### src/hw/rtl/ahbc_pkg.sv
`default_nettype none

package ahbc_pkg;

	// segment counts and pattern geometry
	localparam int NUM_HIGH = 5;
	localparam int NUM_LOW = 6;
	localparam int WIN_BASE = 3;

	// configuration register indexes
	localparam logic [2:0] REG_THRESH_LOW = 3'd0;
	localparam logic [2:0] REG_THRESH_MID = 3'd1;
	localparam logic [2:0] REG_THRESH_HIGH = 3'd2;
	localparam logic [2:0] REG_DUTY_QUARTER = 3'd3;
	localparam logic [2:0] REG_DUTY_HALF = 3'd4;
	localparam logic [2:0] REG_DUTY_FULL = 3'd5;

	// configuration reset values
	localparam logic [14:0] RST_THRESH_LOW = 15'd4000;
	localparam logic [14:0] RST_THRESH_MID = 15'd8000;
	localparam logic [14:0] RST_THRESH_HIGH = 15'd12000;
	localparam logic [7:0] RST_DUTY_QUARTER = 8'd70;
	localparam logic [7:0] RST_DUTY_HALF = 8'd150;
	localparam logic [7:0] RST_DUTY_FULL = 8'd255;

	// camera link event codes
	localparam logic [1:0] EV_NONE = 2'd0;
	localparam logic [1:0] EV_BYTE = 2'd1;
	localparam logic [1:0] EV_TIMEOUT = 2'd2;

	// beam modes
	localparam logic [1:0] MODE_DRL = 2'd1;
	localparam logic [1:0] MODE_LOW = 2'd2;
	localparam logic [1:0] MODE_HIGH = 2'd3;

	// camera word bits and fallback value
	localparam logic [7:0] DEFAULT_WORD = 8'h20;
	localparam int CAM_DARK_BIT = 5;
	localparam int CAM_SPEED_BIT = 6;

	typedef struct packed {
		logic        auto_on;
		logic        manual_high;
		logic        manual_drl;
		logic [1:0]  video_event;
		logic [7:0]  video_byte;
		logic signed [15:0] lateral_accel;
		logic        imu_fault;
	} item_t;

	typedef struct packed {
		logic [7:0] high_duty_0;
		logic [7:0] high_duty_1;
		logic [7:0] high_duty_2;
		logic [7:0] high_duty_3;
		logic [7:0] high_duty_4;
		logic [7:0] low_duty_0;
		logic [7:0] low_duty_1;
		logic [7:0] low_duty_2;
		logic [7:0] low_duty_3;
		logic [7:0] low_duty_4;
		logic [7:0] low_duty_5;
		logic [5:0] status_flags;
	} result_t;

	typedef struct packed {
		logic [14:0] thresh_low;
		logic [14:0] thresh_mid;
		logic [14:0] thresh_high;
		logic [7:0]  duty_quarter;
		logic [7:0]  duty_half;
		logic [7:0]  duty_full;
	} cfg_t;

	typedef struct packed {
		logic [7:0] word;
		logic       error;
	} cam_t;

	// 12-entry low beam pattern
	function automatic logic [7:0] low_pattern(input logic [1:0] mode, input logic [3:0] idx,
			input cfg_t cfg);
		logic [7:0] v;
		v = 8'd0;
		case (mode)
			MODE_DRL: v = cfg.duty_quarter;
			MODE_LOW: begin
				if (idx < 4'd3) v = cfg.duty_quarter;
				else if (idx < 4'd7 || idx >= 4'd9) v = cfg.duty_half;
				else v = cfg.duty_full;
			end
			default: v = 8'd0;
		endcase
		return v;
	endfunction

	// 11-entry high beam pattern
	function automatic logic [7:0] high_pattern(input logic [1:0] mode, input logic [3:0] idx,
			input cfg_t cfg);
		logic [7:0] v;
		v = 8'd0;
		if (mode == MODE_HIGH) begin
			if (idx == 4'd0 || idx == 4'd10) v = cfg.duty_quarter;
			else if (idx < 4'd4 || idx == 4'd9) v = cfg.duty_half;
			else v = cfg.duty_full;
		end
		return v;
	endfunction

endpackage

`default_nettype wire

### src/hw/rtl/ahbc_cfg.sv
`default_nettype none

module ahbc_cfg (
	input  wire logic        clk,
	input  wire logic        arst_n,
	input  wire logic        wr_en,
	input  wire logic [2:0]  wr_index,
	input  wire logic [14:0] wr_data,
	output ahbc_pkg::cfg_t   cfg
);

	ahbc_pkg::cfg_t cfg_q;

	// register file, writes past the last index are dropped
	always_ff @(posedge clk or negedge arst_n) begin
		if (!arst_n) begin
			cfg_q.thresh_low <= ahbc_pkg::RST_THRESH_LOW;
			cfg_q.thresh_mid <= ahbc_pkg::RST_THRESH_MID;
			cfg_q.thresh_high <= ahbc_pkg::RST_THRESH_HIGH;
			cfg_q.duty_quarter <= ahbc_pkg::RST_DUTY_QUARTER;
			cfg_q.duty_half <= ahbc_pkg::RST_DUTY_HALF;
			cfg_q.duty_full <= ahbc_pkg::RST_DUTY_FULL;
		end else if (wr_en) begin
			case (wr_index)
				ahbc_pkg::REG_THRESH_LOW: cfg_q.thresh_low <= wr_data;
				ahbc_pkg::REG_THRESH_MID: cfg_q.thresh_mid <= wr_data;
				ahbc_pkg::REG_THRESH_HIGH: cfg_q.thresh_high <= wr_data;
				ahbc_pkg::REG_DUTY_QUARTER: cfg_q.duty_quarter <= wr_data[7:0];
				ahbc_pkg::REG_DUTY_HALF: cfg_q.duty_half <= wr_data[7:0];
				ahbc_pkg::REG_DUTY_FULL: cfg_q.duty_full <= wr_data[7:0];
				default: ;
			endcase
		end
	end

	assign cfg = cfg_q;

endmodule

`default_nettype wire

### src/hw/rtl/ahbc_beam.sv
`default_nettype none

module ahbc_beam (
	input  wire ahbc_pkg::item_t item,
	input  wire ahbc_pkg::cfg_t  cfg,
	input  wire ahbc_pkg::cam_t  cam,
	output ahbc_pkg::cam_t    cam_nxt,
	output ahbc_pkg::result_t result
);

	logic [1:0] mode;
	logic signed [16:0] accel;
	logic signed [16:0] lo;
	logic signed [16:0] mi;
	logic signed [16:0] hi;
	logic signed [2:0] shift;
	logic [3:0] shift_ext;
	logic [3:0] idx;
	logic [7:0] hv;
	logic masked;
	logic [7:0] hd [ahbc_pkg::NUM_HIGH];
	logic [7:0] ld [ahbc_pkg::NUM_LOW];
	logic [5:0] status;

	// camera state update, ahead of mode choice
	always_comb begin
		cam_nxt = cam;
		if (!item.auto_on) begin
			cam_nxt.word = ahbc_pkg::DEFAULT_WORD;
			cam_nxt.error = 1'b1;
		end else if (item.video_event == ahbc_pkg::EV_BYTE) begin
			cam_nxt.word = item.video_byte;
			cam_nxt.error = 1'b0;
		end else if (item.video_event == ahbc_pkg::EV_TIMEOUT) begin
			cam_nxt.word = ahbc_pkg::DEFAULT_WORD;
			cam_nxt.error = 1'b1;
		end
	end

	// mode from camera in auto, else from the switches
	always_comb begin
		if (item.auto_on) begin
			if (cam_nxt.word[ahbc_pkg::CAM_DARK_BIT])
				mode = cam_nxt.word[ahbc_pkg::CAM_SPEED_BIT] ? ahbc_pkg::MODE_HIGH
					: ahbc_pkg::MODE_LOW;
			else
				mode = ahbc_pkg::MODE_DRL;
		end else begin
			if (item.manual_high) mode = ahbc_pkg::MODE_HIGH;
			else mode = item.manual_drl ? ahbc_pkg::MODE_DRL : ahbc_pkg::MODE_LOW;
		end
	end

	// steering shift, nested compares against the thresholds
	always_comb begin
		accel = {item.lateral_accel[15], item.lateral_accel};
		lo = {2'b00, cfg.thresh_low};
		mi = {2'b00, cfg.thresh_mid};
		hi = {2'b00, cfg.thresh_high};
		if (item.imu_fault) shift = 3'sd0;
		else if (accel > lo) begin
			if (accel > mi) shift = (accel > hi) ? -3'sd3 : -3'sd2;
			else shift = -3'sd1;
		end else if (accel < -lo) begin
			if (accel < -mi) shift = (accel < -hi) ? 3'sd3 : 3'sd2;
			else shift = 3'sd1;
		end else shift = 3'sd0;
		shift_ext = {shift[2], shift};
	end

	// pattern windows and glare masking
	always_comb begin
		idx = 4'd0;
		hv = 8'd0;
		masked = 1'b0;
		for (int i = 0; i < ahbc_pkg::NUM_LOW; i++) begin
			idx = 4'(ahbc_pkg::WIN_BASE + i) + shift_ext;
			ld[i] = ahbc_pkg::low_pattern(mode, idx, cfg);
		end
		for (int i = 0; i < ahbc_pkg::NUM_HIGH; i++) begin
			idx = 4'(ahbc_pkg::WIN_BASE + i) + shift_ext;
			hv = ahbc_pkg::high_pattern(mode, idx, cfg);
			if (item.auto_on && mode == ahbc_pkg::MODE_HIGH) begin
				masked = cam_nxt.word[3'(ahbc_pkg::NUM_HIGH - 1 - i)];
				hd[i] = masked ? 8'd0 : hv;
				ld[i + 1] = masked ? hv : 8'd0;
			end else begin
				hd[i] = hv;
			end
		end
	end

	// status flags
	always_comb begin
		status = 6'd0;
		status[0] = !item.auto_on;
		status[1] = (mode == ahbc_pkg::MODE_DRL);
		status[2] = (mode == ahbc_pkg::MODE_LOW);
		status[3] = (mode == ahbc_pkg::MODE_HIGH);
		status[4] = item.imu_fault;
		status[5] = cam_nxt.error;
	end

	always_comb begin
		result.high_duty_0 = hd[0];
		result.high_duty_1 = hd[1];
		result.high_duty_2 = hd[2];
		result.high_duty_3 = hd[3];
		result.high_duty_4 = hd[4];
		result.low_duty_0 = ld[0];
		result.low_duty_1 = ld[1];
		result.low_duty_2 = ld[2];
		result.low_duty_3 = ld[3];
		result.low_duty_4 = ld[4];
		result.low_duty_5 = ld[5];
		result.status_flags = status;
	end

endmodule

`default_nettype wire

### src/hw/rtl/adaptive_headlight_beam_control.sv
// path: an accepted beat is registered in the input stage, then in the result register;
//   it waits in the input stage while a waiting result holds the result register
// throughput: one beat per cycle unless the result register holds an undrained result;
//   a single pass through the beam logic between the input stage and result registers
// reset: arst_n clears valids and camera state and loads the default thresholds
//   and duties; the block is ready for beats as soon as reset is released
`default_nettype none

module adaptive_headlight_beam_control (
	input  wire logic         clk,
	input  wire logic         arst_n,
	input  wire logic         item_valid,
	output logic              item_ready,
	input  wire ahbc_pkg::item_t item,
	output logic              result_valid,
	input  wire logic         result_ready,
	output ahbc_pkg::result_t result,
	input  wire logic         cfg_valid,
	output logic              cfg_ready,
	input  wire logic [2:0]   cfg_index,
	input  wire logic [14:0]  cfg_data
);

	ahbc_pkg::cfg_t cfg;
	ahbc_pkg::item_t item_s1;
	logic valid_s1;
	ahbc_pkg::cam_t cam_q;
	ahbc_pkg::cam_t cam_nxt;
	ahbc_pkg::result_t beam_result;
	ahbc_pkg::result_t result_q;
	logic result_valid_q;
	logic adv;

	assign cfg_ready = 1'b1;

	ahbc_cfg u_cfg (
		.clk      (clk),
		.arst_n   (arst_n),
		.wr_en    (cfg_valid),
		.wr_index (cfg_index),
		.wr_data  (cfg_data),
		.cfg      (cfg)
	);

	// stage moves whenever the result register is free or being drained
	assign adv = !result_valid_q || result_ready;
	assign item_ready = !valid_s1 || adv;

	// input stage
	always_ff @(posedge clk or negedge arst_n) begin
		if (!arst_n) begin
			valid_s1 <= 1'b0;
		end else if (item_ready) begin
			valid_s1 <= item_valid;
		end
	end

	always_ff @(posedge clk) begin
		if (item_valid && item_ready) begin
			item_s1 <= item;
		end
	end

	ahbc_beam u_beam (
		.item    (item_s1),
		.cfg     (cfg),
		.cam     (cam_q),
		.cam_nxt (cam_nxt),
		.result  (beam_result)
	);

	// camera state commits as the beat leaves the stage
	always_ff @(posedge clk or negedge arst_n) begin
		if (!arst_n) begin
			cam_q <= '0;
			result_valid_q <= 1'b0;
		end else if (adv) begin
			result_valid_q <= valid_s1;
			if (valid_s1) cam_q <= cam_nxt;
		end
	end

	always_ff @(posedge clk) begin
		if (adv && valid_s1) begin
			result_q <= beam_result;
		end
	end

	assign result_valid = result_valid_q;
	assign result = result_q;

	// a stalled stage keeps its beat
	a_stage_hold: assert property (@(posedge clk) disable iff (!arst_n)
		valid_s1 && !adv |=> valid_s1)
		else $error("stage beat dropped under stall");

	// manual mode always forces the fallback camera word and error
	a_manual_cam: assert property (@(posedge clk) disable iff (!arst_n)
		valid_s1 && adv && !item_s1.auto_on |=>
			cam_q.word == ahbc_pkg::DEFAULT_WORD && cam_q.error)
		else $error("manual beat left camera state wrong");

	// exactly one beam mode is flagged per result
	a_one_mode: assert property (@(posedge clk) disable iff (!arst_n)
		result_valid |-> $onehot(result.status_flags[3:1]))
		else $error("result carries other than one mode flag");

	// camera error flag in a result matches the committed state
	a_err_flag: assert property (@(posedge clk) disable iff (!arst_n)
		adv && valid_s1 |=> result.status_flags[5] == cam_q.error)
		else $error("video error flag disagrees with camera state");

endmodule

`default_nettype wire

### config.mk
export PLATFORM = sky130hd
export DESIGN_NAME = adaptive_headlight_beam_control
export DESIGN_NICKNAME = d
export VERILOG_FILES = /design/src/hw/rtl/ahbc_pkg.sv /design/src/hw/rtl/ahbc_cfg.sv /design/src/hw/rtl/ahbc_beam.sv /design/src/hw/rtl/adaptive_headlight_beam_control.sv
export SDC_FILE = /design/constraint.sdc
export NUM_CORES = 1
export LEC_CHECK = 0
export ABC_AREA = 0
export BUFFER_PORTS_ARGS = -buffer_cell sky130_fd_sc_hd__buf_2
export CORE_UTILIZATION = 45
export DETAILED_ROUTE_END_ITERATION = 10
export GPL_TIMING_DRIVEN = 0
export PLACE_DENSITY = 0.75
export SLEW_MARGIN = 20
export SYNTH_ARGS = -nofsm -noshare
export SYNTH_HDL_FRONTEND = slang
export SYNTH_SLANG_ARGS = --single-unit
### constraint.sdc
create_clock -name clk -period 8.9 [get_ports clk]
set_clock_uncertainty 0.15 [all_clocks]
set_input_delay 1.78 -clock clk [delete_from_list [all_inputs] [get_ports clk]]
set_output_delay 1.78 -clock clk [all_outputs]
set_load 0.05 [all_outputs]
Word-level counts from Yosys, hierarchy flattened --
Index checks and enable logic that the tools add are counted.
Cells by class: order comparisons 29, mux-type cells 63, reduce and logical (&&, ||, !) cells 37, add/subtract/negate cells 9, equal/unequal tests 20
Operators with widths (count):
- $mux W8 | 45
- $pmux W8 S2 | 6
- $lt A16 B17 Y1 | 3
- $neg A15 Y17 | 3
- $gt A16 B16 Y1 | 3
- $lt A4 B3 Y1 const B | 11
- $eq A4 B4 Y1 const B | 10
- $ge A4 B4 Y1 const B | 6
- $lt A4 B2 Y1 const B | 6
- $logic_not A4 Y1 | 5
- $logic_or A1 B1 Y1 | 18
- $add A3 B4 Y4 const A | 4
- $mux W3 | 5
- $reduce_and A2 Y1 | 7
- $mux W2 | 5
- $eq A2 B2 Y1 const B | 3
- $eq A3 B2 Y1 const B | 2
- $eq A3 B3 Y1 const B | 2
- $add A3 B3 Y4 const A | 1
- $add A4 B4 Y4 const A | 1
- $eq A2 B1 Y1 const B | 2
- $eq A3 B1 Y1 const B | 1
- $logic_and A1 B1 Y1 | 3
- $logic_not A1 Y1 | 3
- 2 further kinds | 3
Word-level totals: output and inout port bits 97, bits of input ports 53, word-level logic and storage cells 187, register bits after elaboration 201

Longest topological paths before layout --
Gate-level depths: netlist (run 1).
depth in word-level cells 15, mapped depth 25, mapped depth without buffers 23

Cells and area by module --
From an unflattened synthesis (run 1), not the netlist that was laid out.
Unflattened totals: cells, all modules 1361, area total of the unflattened synthesis 13784.5 sq um
By module, submodules not included:
- ahbc_beam | instances 1, area each 6817.8 sq um, cells each 1057, sequential area each 0.0 sq um
- adaptive_headlight_beam_control | instances 1, area each 4167.7 sq um, cells each 153, sequential area each 3998.8 sq um
- ahbc_cfg | instances 1, area each 2798.9 sq um, cells each 151, sequential area each 1769.2 sq um

Worst setup path before layout (run 1) --
OpenSTA, ideal clock, no wires.
kind register to register, start point register u_cfg.cfg_q, in the netlist u_cfg.cfg[26], end point register result_q, in the netlist result[12], data pin, stages on the path, launching flop included 24, clock period less this slack 5.216 ns, required time 8.482 ns, slack 3.684 ns, buffers on the path 3, data arrival time 4.798 ns, library setup time 0.268 ns, cells stage by stage dfrtp_1 -> inv_1 -> nand4_1 -> nor4_1 -> nand3_1 -> nor4_1 -> xnor2_1 -> ha_1 -> and4_1 -> a221o_1 -> a31oi_1 -> a31oi_1 -> a211oi_2 -> o21a_2 -> buf_2 -> nand2_1 -> ha_1 -> clkbuf_1 -> a311o_1 -> buf_2 -> mux2i_1 -> nor2_1 -> a311oi_1 -> o21ai_0
RTL lines:
- start, declared | line ahbc_cfg.sv:12 | ahbc_pkg::cfg_t cfg_q;
- end signal, assigned | line adaptive_headlight_beam_control.sv:85 | result_q <= beam_result;
- end, declared | line adaptive_headlight_beam_control.sv:30 | ahbc_pkg::result_t result_q;

==> impl_metrics.tcl, run 1 <==
set metrics [dict create \
    postCtsHoldBufs 0 \
    worst_pin_slew_ps 969 \
    fin_crit_sh_pct 74.9 \
    hold_path_class "register to register" \
    grt_use_total_pct 26.7 \
    die_area_um2 29900 \
    clk_pin_slew_worst_paths_ps 80 \
    portBuffers 146 \
    cpMaxStageDelayCell "a211oi_2" \
    ctsResizeCount 0 \
    rsz0062_at_grt "false" \
    rows 62 \
    globalplace.congestion 0.961 \
    synth_edf_count 122 \
    stdcell_count 1915 \
    cp_max_fo 10 \
    required_ps 8900 \
    crit_chain "inv_1 > nand4_1 > nor4_1 > nand3_1 > nor4_1 > xnor2_1 > ha_1 > and4_1 > a221o_1 > a31oi_1 > a31oi_1 > a211oi_2 > o21a_2 > buf_2 > nand2_1 > ha_1 > clkbuf_1 > a311o_1 > buf_2 > mux2i_1 > nor2_1 > a311oi_1 > o21ai_0" \
    worst_setup_path_end_kind "register" \
    cp.arrival_ps 6670 \
    power.internal_uw 2020 \
    synthMuxAreaShare_pct 7.26 \
    setup_slack_ps 2230 \
    cp_top_family "compound AO/OA/AOI/OAI gates" \
    grt_start_max_net_pins 68 \
    power_density_nw_per_um2 229 \
    p_comb_share_pct 39.9 \
    synth_compound_area_share_pct 17.0 \
    drtIter0Drc 1308 \
    dp_cells 1883 \
    clock.fmax_mhz 150 \
    die_h_um 173 \
    leakagePower_uw 0.00628 \
    fill_cells 2643 \
    drv_cap 0 \
    p_sw_share_pct 41.6 \
    finalSetupTns_ps 0 \
    cts_sinks 200 \
    ios 150 \
    synthCells 1350 \
    yosysUniqueCellTypes 86 \
    synth-async-reset-ratio_pct 39.0 \
    max_stage_delay_ps 660 \
    path_buf_inv 4 \
    dp_hpwl_mm 29.5 \
    drt_first_pass_iters 8 \
    p_seq_share_pct 36.5 \
    fp.dieW_um 173 \
    drive_above_1_share_pct 18.1 \
    vias 11300 \
    drv_slew 0 \
    seq_area_frac_synth_pct 43.1 \
    drt-total-wl_mm 39.6 \
    hold_viol 0 \
    num-nets-final 1681 \
    yosysMostFrequentCell "nand2_1" \
    outcome "complete, no violations" \
    synth_area_leaders "edfxtp_1 28%, ha_1 10%, dfrtp_1 8.4%" \
    critPathLaunchType "register" \
    synthSimpleGateAreaFrac_pct 14.6 \
    antenna_found_initial 0 \
    numCtsBuffers 17 \
    postCtsSetupBuffers 0 \
    drc 0 \
    grt_pass1_wl_mm 61.1 \
    setup_violations 0 \
    area_delta_synth_final_pct 14.5 \
    core-area_um2 28700 \
    initial_utilization_pct 45.7 \
    clock-root-buffer "clkbuf_16" \
    syn_avg_cell_area_um2 9.72 \
    overflow 0 \
    wl_per_cell_um 20.7 \
    synthFlopType "edfxtp_1" \
    diodes 0 \
    synthAdderAreaFrac_pct 10.5 \
    min_period_ps 6670 \
    synth_top_area_cell "edfxtp_1" \
    pre_cts_slack_ps 2370 \
    grt_pass1_vias 10900 \
    crit_type "register to register" \
    cts_tree "done" \
    htree_levels 4 \
    via_per_inst 5.92 \
    synth_top_family_by_area "compound AO/OA/AOI/OAI gates" \
    p_switching_uw 1430 \
    slew_headroom_pct 34.9 \
    synthTopCellsByCount "168 x nand2_1, 122 x edfxtp_1, 110 x ha_1, 109 x o21ai_0, 100 x nor2_1" \
    synth_nets 1513 \
    ys_warn_count 0 \
    ys_seq_elements 200 \
    synth_xor_area_share_pct 2.60 \
    finalPower_uw 3450 \
    clk_path_buf_depth 2 \
    clock_power_share_pct 23.6 \
    clkLatencyLatePin_ps 460 \
    ant_nets 0 \
    netlist.area_leader.share_pct 27.9 \
    vdd_drop_max_v 0.000100 \
    syn_area_um2 13100 \
]
[final timing paths]
kind / slack (ps) / depth (start not counted) / startpoint / endpoint
hold reg to reg: 360 / 1 / valid_s1$_DFFE_PN0N_ / result_valid$_DFFE_PN0P_
max in group asynchronous: 6870 / 2 / arst_n / u_cfg.cfg[61]$_DFFE_PN1P_
hold / removal: 360 / 1 / valid_s1$_DFFE_PN0N_ / result_valid$_DFFE_PN0P_
setup reg to reg: 2230 / 23 / u_cfg.cfg[26]$_DFFE_PN0P_ / result[12]$_DFFE_PP_
setup / recovery: 2230 / 23 / u_cfg.cfg[26]$_DFFE_PN0P_ / result[12]$_DFFE_PP_
min in group asynchronous: 1090 / 1 / arst_n / result_valid$_DFFE_PN0P_
[final cells by class]
cell class	instances	area, um^2	area share [%]
clock inverter	14	175	1.16
inverter	86	328	2.18
tap	384	480	3.20
buffer	75	318	2.11
clock buffer	18	429	2.85
multi-input combinational	989	6830	45.4
timing repair buffer	149	816	5.43
sequential	200	5660	37.6
[routing by layer]
layer / vias up / wire length, um / global-route usage [%]
met5: - / 0 / 0
met4: 0 / 1810 / 12.8
met3: 136 / 3230 / 4.11
met2: 563 / 18700 / 44.6
met1: 5383 / 15900 / 34.0
li1: 5258 / - / -
[placed cells by master (no fill, tap or decap), types with 4 or more instances in the layout]
| cell type | count |
|---|---|
| nand2_1 | 168 |
| buf_2 | 153 |
| edfxtp_1 | 122 |
| ha_1 | 110 |
| o21ai_0 | 109 |
| nor2_1 | 100 |
| inv_1 | 83 |
| mux2i_1 | 66 |
| clkbuf_1 | 62 |
| a21oi_1 | 60 |
| dfrtp_1 | 44 |
| xnor2_1 | 35 |
| dfstp_2 | 34 |
| nand3_1 | 31 |
| nor3_1 | 24 |
| o221ai_1 | 24 |
| mux2_2 | 24 |
| nand4_1 | 23 |
| nor2b_1 | 18 |
| clkbuf_16 | 17 |
| a211oi_1 | 16 |
| a21o_1 | 16 |
| nand2b_1 | 10 |
| a31oi_1 | 9 |
| o21ai_1 | 9 |
| o211a_1 | 9 |
| o211ai_1 | 8 |
| nor4_1 | 8 |
| o2bb2ai_1 | 8 |
| a21boi_0 | 5 |
| o21a_1 | 5 |
| nand4b_1 | 5 |
| a311oi_1 | 5 |
| inv_8 | 5 |
| and3_1 | 4 |
| and4_1 | 4 |
| xor2_1 | 4 |
[power by group through the flow]
stage	clock [uW]	sequential [uW]	combinational [uW]
5_1_grt	851	1280	1490
2_1_floorplan	0	1460	775
3_3_place_gp	0	1280	1300
4_1_cts	815	1260	1350
3_5_place_dp	0	1280	1340
6_report	814	1260	1380
[cells by family (layout without fill, tap and decap cells)]
group                      Yosys count  in the layout
and+or+nand+nor                    418            418
AOI/OAI and AO/OA                  330            330
DFF                                200            200
buffers and inverters              161            342
adders and majority gates          110            110
muxes                               91             91
xor gates and xnor gates            39             39
other                                1              1
[metrics by stage]
step / hold slack, ps / utilization, % / instance area, um^2
floorplan: 301 / - / 13100
global placement: 319 / 50.0 / 14300
detailed placement: 331 / 50.3 / 14400
CTS: 357 / 52.4 / 15000
global route: 393 / 52.4 / 15000
finish: 357 / 52.4 / 15000
[sequential cells by signal, summed over array words and instances (netlist names)]
signal and flops:
valid_s1 1, u_cfg.cfg 69, result 94, result_valid 1, cam_q 7, item_s1 28
Power figures use the tool's default switching activity.
==> run 2: changes to the inputs <==
PLACE_DENSITY = 0.78   (was 0.75)
clock period = 5.85 ns   (was 8.9 ns; I/O delays follow)
==> run 2 against run 1 <==
Via count grew 1.9%. Combinational power grew 59%. Sequential power grew 52%. Non-clock buffer count grew 14. Critical endpoint is now result[21]$_DFFE_PP_.
==> impl_metrics.tcl, run 2 (synthesis gave the netlist of run 1 again) <==
set metrics [dict create \
    fill_cells 2564 \
    largest_register_ffs 94 \
    diodes 0 \
    endpoint "result[21]$_DFFE_PP_" \
    cp-startpoint "u_cfg.cfg[56]$_DFFE_PN0P_" \
    die_area_um2 29900 \
    drive_above_1_share_pct 21.8 \
    hold_viol 0 \
    die_h_um 173 \
    crit_type "register to register" \
    clkLatencyLatePin_ps 450 \
    postCtsHoldBufs 0 \
    stdcell_count 1928 \
    use_met3_pct 4.49 \
    finalSetupTns_ps 0 \
    clock-root-buffer "clkbuf_16" \
    htree_levels 4 \
    cp.arrival_ps 5770 \
    power_density_nw_per_um2 346 \
    cts_tree "done" \
    dp_hpwl_mm 29.5 \
    clock.fmax_mhz 174 \
    vdd_drop_max_v 0.000156 \
    ios 150 \
    initial_utilization_pct 45.7 \
    grt_use_met2_pct 44.1 \
    clk_pin_slew_worst_paths_ps 80 \
    fin_crit_sh_pct 98.0 \
    min_period_ps 5730 \
    portBuffers 146 \
    leakagePower_uw 0.00640 \
    ant_nets 0 \
    reg2reg_slack_ps 120 \
    grtUsageMet1_pct 31.3 \
    dp_cells 1882 \
    clk_path_buf_depth 2 \
    worst_pin_slew_ps 893 \
    rr_endpoint "result[21]$_DFFE_PP_" \
    worstReg2RegStart "u_cfg.cfg[56]$_DFFE_PN0P_" \
    rows 62 \
    setup_violations 0 \
    antenna_found_initial 1 \
    cts_sinks 200 \
    via_per_inst 5.99 \
    seqCellArea_um2 5660 \
    multiInputGateArea_um2 7070 \
    grt_start_max_net_pins 66 \
    vias 11600 \
    slew_headroom_pct 40.5 \
    drv_cap 0 \
    hold_path_class "register to register" \
    grt_pass1_vias 11000 \
    fp.dieW_um 173 \
    overflow 0 \
    outcome "complete, no violations" \
    drt_first_pass_iters 8 \
    grt_use_total_pct 26.1 \
    numCtsBuffers 17 \
    wl_per_cell_um 20.7 \
    final_cell_mix "166 x nand2_1, 150 x buf_2, 122 x edfxtp_1" \
    drc 0 \
    num-nets-final 1695 \
    cp_max_fo 8 \
    critPathLaunchType "register" \
    required_ps 5880 \
    globalplace.congestion 1.09 \
    core-area_um2 28700 \
    grt-busiest-layer "met2" \
    drt-total-wl_mm 39.9 \
    final_common_cell "nand2_1" \
    grt_pass1_wl_mm 60.0 \
    drv_slew 0 \
    area_delta_synth_final_pct 17.3 \
    drtIter0Drc 1115 \
    reg2reg_depth 24 \
    worst_setup_path_end_kind "register" \
]
[run 2: critical path: stages (launching register included)]
cell      delay, ps
dfrtp_1         420
inv_1           150
nand4_1         180
nor3_2          290
nand4_1         200
nor3_2          240
nand2_1         110
nor2_1          130
xnor2_1          80
ha_1            300
nand4_1         140
or3_1           410
and3_1          220
a41oi_4         400
nor3b_4          90
o21ai_4         270
inv_4           130
ha_4            240
a41oi_1         300
o31ai_4         150
buf_4           180
nand2_1          90
o221ai_1        180
o21ai_1         240
o221ai_2        170
[run 2: final cells by class]
type	instances	share of cell area [%]
buffer	69	2.03
multi-input combinational	989	45.9
sequential	200	36.7
clock buffer	17	2.76
tap	384	3.12
clock inverter	14	1.10
inverter	86	2.13
timing repair buffer	169	6.22
[run 2: power breakdown]
group | switching [uW] | total (uW) | internal, uW
registers | 133 | 1920 | 1790
logic | 1480 | 2200 | 720
clock network | 573 | 1210 | 639
total | 2180 | 5330 | 3150
[run 2: what timing repair did]
action,4_1_cts,5_1_grt
buffers inserted,3,18
pin swaps,3,14
endpoints found under the setup margin,76,80
gates resized for setup,14,52
[run 2: how the worst min path moves through the flow]
stage                    startpoint                   end  slack (ps)  cells past startpoint
2_1_floorplan  cam_q[4]$_DFFE_PN0P_  cam_q[4]$_DFFE_PN0P_         300                      2
3_3_place_gp   cam_q[4]$_DFFE_PN0P_  cam_q[4]$_DFFE_PN0P_         320                      2
4_1_cts        cam_q[4]$_DFFE_PN0P_  cam_q[4]$_DFFE_PN0P_         340                      2
6_report       cam_q[4]$_DFFE_PN0P_  cam_q[4]$_DFFE_PN0P_         340                      2
5_1_grt        cam_q[4]$_DFFE_PN0P_  cam_q[4]$_DFFE_PN0P_         360                      2
3_5_place_dp   cam_q[4]$_DFFE_PN0P_  cam_q[4]$_DFFE_PN0P_         320                      2
[run 2: layer usage]
metal | part of all wire, % | wire (um)
met5 | 0.038 | 15
met4 | 5.9 | 2360
met3 | 7.5 | 2970
met2 | 48 | 19200
met1 | 38 | 15300
[run 2: per-stage QoR]
stage	hold slack, ps	worst slack, ps	total power, uW	area, um^2	util, %
after floorplan	301	634	3390	13100	-
after global placement	318	-401	3920	14300	50.0
after detailed placement	322	-512	3980	14400	50.2
after CTS	339	8.23	5200	15100	52.6
after global routing	361	-206	5550	15400	53.7
final	336	116	5330	15400	53.7
